### src/rtl/cbpg_pkg.sv
// Shared types and constants of the cubic Bezier point generator.
// No dependencies; imported by cubic_bezier_point_generator and cbpg_checker.
package cbpg_pkg;

	// Configuration register: number of t intervals per curve
	localparam int SEG_BITS = 6;
	localparam logic [SEG_BITS-1:0] SEG_RESET = 6'd10;

	// Curve geometry: four control points, three axes each
	localparam int N_PTS    = 4;
	localparam int N_AXES   = 3;
	localparam int N_FIELDS = N_PTS * N_AXES;

	// Axis counter and Horner step counter
	localparam logic [1:0] AXIS_LAST = 2'd2;
	localparam logic [1:0] STEP_B    = 2'd0;
	localparam logic [1:0] STEP_C    = 2'd1;
	localparam logic [1:0] STEP_D    = 2'd2;

	// Sequencer states, one-hot
	typedef enum logic [8:0] {
		ST_IDLE = 9'b000000001,
		ST_DIV  = 9'b000000010,
		ST_LOAD = 9'b000000100,
		ST_MLO  = 9'b000001000,
		ST_MHI  = 9'b000010000,
		ST_SUM  = 9'b000100000,
		ST_ADDK = 9'b001000000,
		ST_RND  = 9'b010000000,
		ST_EMIT = 9'b100000000
	} state_t;

endpackage

### src/rtl/cubic_bezier_point_generator.sv
// Cubic Bezier point generator: one curve in, segments+1 curve points out.
// Depends on cbpg_pkg (state type, register and geometry constants).
//
// Channel   Dir  Handshake                  Payload
// config    in   seg_wr_en                  seg_wr_data: segments (0 acts as 1)
// curve     in   s_tvalid / s_tready        s_tdata: 12 control coordinates
// point     out  m_tvalid / m_tready        m_tdata: x, y, z; m_tlast: t = 1
//
// Steps: a curve first passes the bit-serial reciprocal divider; each point
// then takes, per axis, a load, three Horner steps (multiply low half,
// multiply high half, sum, add coefficient) and a round, and is then
// emitted; one shared HW x (T_FRAC_BITS+1) multiplier is used twice per
// Horner step. A new curve is accepted only once the last point of the one
// before has been emitted.
// Reset (arst_n low) returns the sequencer to idle, drops any pending point
// and restores segments to 10. A stalled point beat holds in the output
// register while the next point is computed; only the hand-over waits.
module cubic_bezier_point_generator #(
	parameter int COORD_BITS  = 16,
	parameter int T_FRAC_BITS = 16
) (
	input  logic                                             clk,
	input  logic                                             arst_n,
	input  logic                                             seg_wr_en,
	input  logic [cbpg_pkg::SEG_BITS-1:0]                    seg_wr_data,
	input  logic                                             s_tvalid,
	output logic                                             s_tready,
	// s_tdata, from bit 0 up: ctrl0_x, ctrl0_y, ctrl0_z, ctrl1_x, ctrl1_y,
	// ctrl1_z, ctrl2_x, ctrl2_y, ctrl2_z, ctrl3_x, ctrl3_y, ctrl3_z, zero pad
	input  logic [((cbpg_pkg::N_FIELDS*COORD_BITS+7)/8)*8-1:0] s_tdata,
	output logic                                             m_tvalid,
	input  logic                                             m_tready,
	// m_tdata, from bit 0 up: point_x, point_y, point_z, zero pad
	output logic [((cbpg_pkg::N_AXES*COORD_BITS+7)/8)*8-1:0]   m_tdata,
	// m_tlast: last_point
	output logic                                             m_tlast
);
	import cbpg_pkg::*;

	localparam int C     = COORD_BITS;
	localparam int F     = T_FRAC_BITS;
	localparam int OUT_W = ((N_AXES * C + 7) / 8) * 8;
	localparam int KW    = C + 4;            // coefficient width, signed
	localparam int H     = C + F + 6;        // Horner accumulator, signed
	localparam int MW    = H - 1;            // accumulator magnitude
	localparam int HW    = (MW + 1) / 2;     // magnitude half fed to the multiplier
	localparam int PW    = HW + F + 1;       // one partial product
	localparam int FW    = MW + F + 1;       // full product
	localparam int RW    = MW + 1 - F;       // rounded integer magnitude
	localparam int EXT   = H - KW - F;       // sign bits above a scaled coefficient
	localparam int DCW   = $clog2(F + 1);

	localparam logic [F:0]    T_ONE  = (F + 1)'(1) << F;
	localparam logic [FW-1:0] HALF_P = FW'(1) << (F - 1);
	localparam logic [MW:0]   HALF_M = (MW + 1)'(1) << (F - 1);
	localparam logic [RW-1:0] LIM    = RW'(1) << (C - 1);

	// Control state
	state_t                state_q;
	logic [SEG_BITS-1:0]   seg_cfg_q;
	logic [DCW-1:0]        dcnt_q;
	logic [1:0]            step_q;
	logic [1:0]            ax_q;
	logic [SEG_BITS-1:0]   idx_q;
	logic                  m_tvalid_q;

	// Curve and datapath registers
	logic [SEG_BITS-1:0]   seg_q;
	logic signed [KW-1:0]  a_q [N_AXES];
	logic signed [KW-1:0]  b_q [N_AXES];
	logic signed [KW-1:0]  c_q [N_AXES];
	logic signed [C-1:0]   d_q [N_AXES];
	logic [SEG_BITS-1:0]   rem_q;      // 2^F mod segments
	logic [F:0]            quo_q;      // 2^F div segments
	logic [F:0]            t_q;
	logic [SEG_BITS-1:0]   tr_q;       // remainder of the t numerator
	logic signed [H-1:0]   h_q;
	logic [PW-1:0]         p_q;
	logic [PW-1:0]         lo_q;
	logic [MW-1:0]         r_q;
	logic [C-1:0]          pt_q [N_AXES];
	logic [C-1:0]          out_pt_q [N_AXES];
	logic                  out_last_q;

	// Combinational
	logic                  in_acc;
	logic                  emit_go;
	logic                  pt_last;
	logic [SEG_BITS-1:0]   seg_eff;
	logic signed [C-1:0]   pin [N_PTS][N_AXES];
	logic signed [KW-1:0]  a_n [N_AXES];
	logic signed [KW-1:0]  b_n [N_AXES];
	logic signed [KW-1:0]  c_n [N_AXES];
	logic [SEG_BITS:0]     div_sh;
	logic                  div_ge;
	logic [SEG_BITS-1:0]   div_rem_n;
	logic [SEG_BITS:0]     tr_sum;
	logic                  tr_ge;
	logic [H-1:0]          h_abs;
	logic [MW-1:0]         mag;
	logic [2*HW-1:0]       mag_ext;
	logic [HW-1:0]         mul_a;
	logic [PW-1:0]         prod;
	logic [FW-1:0]         sum_f;
	logic signed [H-1:0]   a_ext;
	logic signed [H-1:0]   h_add;
	logic [MW:0]           rsum;
	logic [RW-1:0]         rr;
	logic [C-1:0]          rnd_val;
	logic [F+7:0]          div_chk;

	assign s_tready = (state_q == ST_IDLE);
	assign in_acc   = s_tvalid && s_tready;
	assign emit_go  = (state_q == ST_EMIT) && (!m_tvalid_q || m_tready);
	assign pt_last  = (idx_q == seg_q);
	assign seg_eff  = (seg_cfg_q == '0) ? SEG_BITS'(1) : seg_cfg_q;

	// Unpack the control points and form the power-basis coefficients per axis
	always_comb begin
		logic signed [KW-1:0] e10, e21, e32;
		for (int j = 0; j < N_PTS; j++) begin
			for (int ax = 0; ax < N_AXES; ax++) begin
				pin[j][ax] = s_tdata[(N_AXES * j + ax) * C +: C];
			end
		end
		for (int ax = 0; ax < N_AXES; ax++) begin
			e10 = KW'(pin[1][ax]) - KW'(pin[0][ax]);
			e21 = KW'(pin[2][ax]) - KW'(pin[1][ax]);
			e32 = KW'(pin[3][ax]) - KW'(pin[2][ax]);
			c_n[ax] = (e10 <<< 1) + e10;
			b_n[ax] = ((e21 - e10) <<< 1) + (e21 - e10);
			a_n[ax] = e32 - (e21 <<< 1) + e10;
		end
	end

	// Restoring divider step for 2^F / segments: the dividend has one set bit
	always_comb begin
		div_sh    = {rem_q, (dcnt_q == '0)};
		div_ge    = (div_sh >= {1'b0, seg_q});
		div_rem_n = div_ge ? SEG_BITS'(div_sh - {1'b0, seg_q}) : div_sh[SEG_BITS-1:0];
	end

	// Next t: add the quotient, carry one when the remainder wraps
	always_comb begin
		tr_sum = {1'b0, tr_q} + {1'b0, rem_q};
		tr_ge  = (tr_sum >= {1'b0, seg_q});
	end

	// Shared multiplier: magnitude halves times t
	always_comb begin
		h_abs   = h_q[H-1] ? (~h_q + 1'b1) : h_q;
		mag     = h_abs[MW-1:0];
		mag_ext = (2 * HW)'(mag);
		mul_a   = (state_q == ST_MHI) ? mag_ext[2*HW-1:HW] : mag_ext[HW-1:0];
		prod    = {{(F + 1){1'b0}}, mul_a} * {{HW{1'b0}}, t_q};
		sum_f   = FW'(lo_q) + FW'({p_q, {HW{1'b0}}}) + HALF_P;
	end

	// Horner accumulate: restore the sign, add the next scaled coefficient
	always_comb begin
		logic signed [KW-1:0] ka;
		logic signed [KW-1:0] kk;
		logic signed [H-1:0]  rs;
		ka    = a_q[ax_q];
		a_ext = {{EXT{ka[KW-1]}}, ka, {F{1'b0}}};
		case (step_q)
			STEP_B:  kk = b_q[ax_q];
			STEP_C:  kk = c_q[ax_q];
			default: kk = KW'(d_q[ax_q]);
		endcase
		rs    = {1'b0, r_q};
		if (h_q[H-1]) begin
			rs = -rs;
		end
		h_add = rs + {{EXT{kk[KW-1]}}, kk, {F{1'b0}}};
	end

	// Final rounding to an integer coordinate with saturation
	always_comb begin
		rsum = {1'b0, mag} + HALF_M;
		rr   = rsum[MW:F];
		if (!h_q[H-1]) begin
			rnd_val = (rr > (LIM - 1'b1)) ? {1'b0, {(C - 1){1'b1}}} : rr[C-1:0];
		end else begin
			rnd_val = (rr > LIM) ? {1'b1, {(C - 1){1'b0}}} : (~rr[C-1:0] + 1'b1);
		end
	end

	// Sequencer and control registers
	always_ff @(posedge clk or negedge arst_n) begin
		if (!arst_n) begin
			state_q    <= ST_IDLE;
			seg_cfg_q  <= SEG_RESET;
			dcnt_q     <= '0;
			step_q     <= STEP_B;
			ax_q       <= '0;
			idx_q      <= '0;
			m_tvalid_q <= 1'b0;
		end else begin
			if (seg_wr_en) begin
				seg_cfg_q <= seg_wr_data;
			end
			// raise valid on a new point, drop the beat once taken
			if (emit_go) begin
				m_tvalid_q <= 1'b1;
			end else if (m_tready) begin
				m_tvalid_q <= 1'b0;
			end
			case (state_q)
				ST_IDLE: begin
					if (in_acc) begin
						dcnt_q  <= '0;
						state_q <= ST_DIV;
					end
				end
				ST_DIV: begin
					if (dcnt_q == DCW'(F)) begin
						ax_q    <= '0;
						idx_q   <= '0;
						state_q <= ST_LOAD;
					end else begin
						dcnt_q <= dcnt_q + 1'b1;
					end
				end
				ST_LOAD: begin
					step_q  <= STEP_B;
					state_q <= ST_MLO;
				end
				ST_MLO:  state_q <= ST_MHI;
				ST_MHI:  state_q <= ST_SUM;
				ST_SUM:  state_q <= ST_ADDK;
				ST_ADDK: begin
					if (step_q == STEP_D) begin
						state_q <= ST_RND;
					end else begin
						step_q  <= step_q + 1'b1;
						state_q <= ST_MLO;
					end
				end
				ST_RND: begin
					if (ax_q == AXIS_LAST) begin
						state_q <= ST_EMIT;
					end else begin
						ax_q    <= ax_q + 1'b1;
						state_q <= ST_LOAD;
					end
				end
				ST_EMIT: begin
					if (emit_go) begin
						if (pt_last) begin
							state_q <= ST_IDLE;
						end else begin
							idx_q   <= idx_q + 1'b1;
							ax_q    <= '0;
							state_q <= ST_LOAD;
						end
					end
				end
				default: state_q <= ST_IDLE;
			endcase
		end
	end

	// Datapath registers
	always_ff @(posedge clk) begin
		case (state_q)
			ST_IDLE: begin
				if (in_acc) begin
					for (int ax = 0; ax < N_AXES; ax++) begin
						a_q[ax] <= a_n[ax];
						b_q[ax] <= b_n[ax];
						c_q[ax] <= c_n[ax];
						d_q[ax] <= pin[0][ax];
					end
					seg_q <= seg_eff;
					rem_q <= '0;
					quo_q <= '0;
				end
			end
			ST_DIV: begin
				rem_q <= div_rem_n;
				quo_q <= {quo_q[F-1:0], div_ge};
				if (dcnt_q == DCW'(F)) begin
					t_q  <= '0;
					tr_q <= seg_q >> 1;
				end
			end
			ST_LOAD: h_q <= a_ext;
			ST_MLO:  p_q <= prod;
			ST_MHI: begin
				lo_q <= p_q;
				p_q  <= prod;
			end
			ST_SUM:  r_q <= sum_f[F+MW-1:F];
			ST_ADDK: h_q <= h_add;
			ST_RND:  pt_q[ax_q] <= rnd_val;
			ST_EMIT: begin
				if (emit_go) begin
					for (int ax = 0; ax < N_AXES; ax++) begin
						out_pt_q[ax] <= pt_q[ax];
					end
					out_last_q <= pt_last;
					if (!pt_last) begin
						tr_q <= tr_ge ? SEG_BITS'(tr_sum - {1'b0, seg_q})
						              : tr_sum[SEG_BITS-1:0];
						t_q  <= t_q + quo_q + (F + 1)'(tr_ge);
					end
				end
			end
			default: ;
		endcase
	end

	assign m_tvalid = m_tvalid_q;
	assign m_tlast  = out_last_q;
	assign m_tdata  = OUT_W'({out_pt_q[2], out_pt_q[1], out_pt_q[0]});

	assign div_chk = (F + 8)'(quo_q) * (F + 8)'(seg_q) + (F + 8)'(rem_q);

	// The reciprocal must reproduce 2^F exactly while points are produced
	a_div_exact: assert property (@(posedge clk) disable iff (!arst_n)
		((state_q != ST_IDLE) && (state_q != ST_DIV)) |-> (div_chk == ((F + 8)'(1) << F)))
		else $error("reciprocal of segments inconsistent");

	a_t_range: assert property (@(posedge clk) disable iff (!arst_n)
		((state_q != ST_IDLE) && (state_q != ST_DIV)) |-> ((t_q <= T_ONE) && (tr_q < seg_q)))
		else $error("t or its remainder out of range");

	a_t_end: assert property (@(posedge clk) disable iff (!arst_n)
		((state_q == ST_EMIT) && pt_last) |-> (t_q == T_ONE))
		else $error("last point not at t = 1");

	a_t_start: assert property (@(posedge clk) disable iff (!arst_n)
		((state_q == ST_LOAD) && (idx_q == '0)) |-> (t_q == '0))
		else $error("first point not at t = 0");

	a_accept_div: assert property (@(posedge clk) disable iff (!arst_n)
		in_acc |=> ((state_q == ST_DIV) && (dcnt_q == '0)))
		else $error("accepted curve did not start the divider");

endmodule

### config.mk
export PLATFORM = sky130hd
export DESIGN_NAME = cubic_bezier_point_generator
export DESIGN_NICKNAME = d
export VERILOG_FILES = /design/src/rtl/cbpg_pkg.sv /design/src/rtl/cubic_bezier_point_generator.sv
export SDC_FILE = /design/constraint.sdc
export NUM_CORES = 2
export LEC_CHECK = 0
export ABC_CLOCK_PERIOD_IN_PS = 18100
export BUFFER_PORTS_ARGS = -buffer_cell sky130_fd_sc_hd__buf_2
export CAP_MARGIN = 20
export CORE_MARGIN = 2
export CORE_UTILIZATION = 60
export CTS_BUF_LIST = sky130_fd_sc_hd__clkbuf_4 sky130_fd_sc_hd__clkbuf_8
export DETAILED_ROUTE_END_ITERATION = 10
export PLACE_DENSITY = 0.75
export SLEW_MARGIN = 0
export SYNTH_ARGS = -nofsm -noshare
export SYNTH_HDL_FRONTEND = slang
export SYNTH_SLANG_ARGS = --single-unit
### constraint.sdc
create_clock -name clk -period 18.1 [get_ports clk]
set_input_delay 0.905 -clock clk [delete_from_list [all_inputs] [get_ports clk]]
set_output_delay 0.905 -clock clk [all_outputs]
set_load 0.005 [all_outputs]
==> results by group <==
Route
  – Routed WL per cell: 18.99 um
  – Final wirelength: 128000 um
  – DRT Pass-1 Iters: 6
  – Drt initial violations: 2575
  – DR DRC count: 0
  – Vias: 38333
  – Final ANT Viol Nets: 0
  – Vias per inst: 5.687

CTS
  – CTS buffer count: 93
  – TritonCTS clock tree: yes
  – H-Tree Depth: 3
  – Clock Sink Count: 537
  – Clock transition at path regs: 0.07 ns
  – Clk root buf: clkbuf_8
  – Clock latency on the worst-skew pair: 0.74 ns
  – Post-CTS sizing: 0
  – Quantity of hold-fixing buffers added after cts: 0
  – Clock Path Buffers: 3
  – Post-CTS Setup Repair Bufs: 0

Global routing
  – Met3 usage: 0.02797
  – Gr ovfl total: 0
  – Tot GR Track Use: 0.2906
  – Grt peak-use layer: met2
  – GR Util met1: 0.3685
  – First-pass GRT wire length: 203900 um
  – Initial antenna violation count: 3
  – Vias in the first global route: 38349
  – Pin count of the biggest net entering global routing: 119
  – Grt met2 use: 0.5049

Cells and area
  – Nets: 6607
  – Final cell count without fillers: 6741
  – Fillers: 6905
  – Share of cells above drive strength 1: 0.1071
  – Layout area overhead: 8.952%

Setup path
  – Critical path's top delay family: adder cells
  – Req. time, crit path: 18.58 ns
  – CP startpoint: h_q[3]
  – Critical path class: flop to flop
  – Crit path max fanout: 12
  – Crit path capture type: flop
  – WP data arrival: 9.88 ns
  – CP peak stage delay: 0.71 ns
  – CP bufs+invs: 4
  – Most frequent CP cell: fa_1
  – Slowest CP cell: nor3_2
  – Setup crit start kind: flop
  – Crit Reg-Reg Startpoint: h_q[3]

Die
  – Die Ht: 297.1 um
  – Initial core utilization: 0.6054
  – IO Count: 254
  – Core Area: 0.08515 sq mm
  – DIE AREA: 0.08828 sq mm
  – FP Rows: 107
  – Die W: 297.1 um

Power
  – Pleak: 25.05 nW
  – Cell Int Power: 0.003567 W
  – Clk pwr share: 0.206
  – Sw Share: 0.3957
  – Comb power frac: 0.526
  – Seq pwr share: 0.268
  – Switching power: 0.002335 W
  – Worst VDD drop: 0.1305 mV
  – Power Dens Cells: 105.1 mW/mm^2

Flow run
  – Max cap viols: 0

Synthesis
  – Synth area leaders: edfxtp_1 (29%), fa_1 (15%), ha_1 (12%)
  – Unique cell type count in the Yosys netlist: 102
  – Seq/Total Area, Yosys: 0.3099
  – Most common cell in the synthesized netlist: inv_1
  – Seq cells post-synth: 537
  – Top cells by instance count after synthesis: inv_1 (779), edfxtp_1 (506), ha_1 (505)
  – Synth Flop Type: edfxtp_1
  – Number of enable flip-flop cells after synthesis: 506
  – Syn Nets: 6346
  – Yosys top cell area share: 0.2948
  – Largest area contributor in the netlist: edfxtp_1
  – Gate count of the mapped netlist: 5255
  – Post-Syn Area: 0.05155 sq mm
  – Warnings, synthesis: 0
  – Fraction of registers with async set/reset: 0.05773
  – Average size of a mapped cell: 9.810 sq um

STA
  – Fmax: 0.1064 GHz
  – Clock skew: 0.06353 ns
  – RSZ-0062 raised after global routing: false
  – Setup TNS: 0 ns
  – Worst-margin pin slew: 1.114 ns
  – Hold Violations, Final: 0
  – Rel. slew slack: 0.2532
  – Final Cycle Share: 0.5194
  – Final setup fails: 0
  – Final min period: 9.400 ns
  – Max Slew Vio Count: 0

Worst hold path
  – Hold Path Class: primary input to asynchronous set/reset pin

Place
  – Dpl cells: 6563
  – I/O Buffers: 253
  – Routability cong.: 0.9266
  – DPL Wire Length: 100900 um

Outcome
  – Outcome: finished clean
-- worst register-to-register path: stages, from the launching register on --
cell      delay (ns)
edfxtp_1        0.44
nor3_2          0.71
nand4_2         0.45
or2_1           0.47
o21ai_2         0.20
xor2_2          0.19
o21ai_2         0.49
buf_4           0.31
nand2_1         0.11
fa_1            0.55
fa_1            0.44
fa_1            0.54
inv_1           0.05
fa_1            0.48
fa_1            0.56
inv_1           0.06
fa_1            0.55
inv_1           0.05
ha_1            0.37
a21o_1          0.19
a21o_1          0.18
a21o_1          0.20
a2111o_1        0.40
o221a_2         0.25
a211oi_1        0.31
o31ai_1         0.20
a311oi_1        0.33
xnor2_1         0.13
-- through the flow --
step / cell area [sq um] / hold slack [ns] / setup slack [ns] / total power, W / util
4_1_cts: 56130 / 0.2288 / 8.752 / 0.005895 / 0.6592
3_3_place_gp: 54090 / 0.4007 / 8.557 / 0.004577 / 0.6353
2_1_floorplan: 51550 / 0.4003 / 9.351 / 0.003936 / -
5_1_grt: 56160 / 0.2946 / 8.260 / 0.006315 / 0.6596
6_report: 56160 / 0.2566 / 8.700 / 0.005902 / 0.6596
3_5_place_dp: 54100 / 0.4045 / 8.793 / 0.004656 / 0.6354
-- routing by layer --
metal	vias to the layer above	wire, um
met2	1122	63260
li1	18412	-
met1	18531	51930
met5	-	0
met3	268	6403
met4	0	6383
-- sequential cells by signal (all words and copies together) (netlist names), 9 cells and up --
signal / flops
a_q: 60
b_q: 60
c_q: 57
d_q: 48
out_pt_q: 48
pt_q: 48
h_q: 38
r_q: 37
p_q: 36
lo_q: 21
quo_q: 17
t_q: 17
state_q: 9
-- power by group through the flow --
stage / combinational [W] / clock (W) / sequential (W)
after detailed placement: 0.00305 / 0 / 0.00161
after global routing: 0.00345 / 0.00128 / 0.00158
final: 0.00311 / 0.00122 / 0.00158
after global placement: 0.00297 / 0 / 0.00161
after CTS: 0.00308 / 0.00123 / 0.00158
after floorplan: 0.00233 / 0 / 0.00161
-- final timing paths --
kind / slack (ns) / end / cells after the start
setup reg to reg: 8.70 / p_q[35] / 27
hold / removal: 0.26 / seg_cfg_q[5] / 1
setup / recovery: 8.70 / p_q[35] / 27
hold reg to reg: 0.40 / out_pt_q[0][24] / 0
max in group asynchronous: 17.26 / ax_q[0] / 1
min in group clk: 0.38 / d_q[1][2] / 1
-- layout by cell type, fill, tap and decap left out, drive strengths merged, types with 12 or more instances in the layout --
cell / instances
a211oi: 35
a211o: 12
nor2: 319
nor4: 19
nor2b: 65
o21ai: 262
clkinv: 33
xnor2: 297
or3: 44
a21o: 91
nand3: 69
dfrtp: 28
or4: 17
o21a: 34
a22oi: 17
xor2: 137
buf: 298
o21bai: 28
o31ai: 30
o31a: 12
nand2: 463
a21oi: 232
fa: 383
and2: 163
mux2: 48
o211ai: 20
o41ai: 14
and3: 33
or2: 23
a31oi: 25
nand2b: 56
ha: 505
nand4: 21
mux2i: 51
edfxtp: 506
clkbuf: 126
inv: 784
nor3: 109
a21boi: 38
-- cell type report --
type | count | area [sq um] | area share
Antenna cell | 3 | 7.507 | 0.0001337
Tap cell | 1144 | 1431 | 0.02549
Clock inverter | 48 | 474.2 | 0.008443
Inverter | 780 | 2935 | 0.05226
Multi-Input combinational cell | 3805 | 32160 | 0.5726
Sequential cell | 537 | 15980 | 0.2845
Timing Repair Buffer | 299 | 1622 | 0.02887
Clock buffer | 125 | 1558 | 0.02774
-- cells by family after synthesis --
kind of cell	synth area share
AO/OA/AOI/OAI	0.1202
XOR/XNOR	0.07417
adder cells (fa/ha/maj)	0.2713
buffers and inverters	0.06706
flip-flops	0.3099
multiplexers	0.02039
AND/OR/NAND/NOR	0.1370
Note: power is estimated with default switching activity, not from simulation.
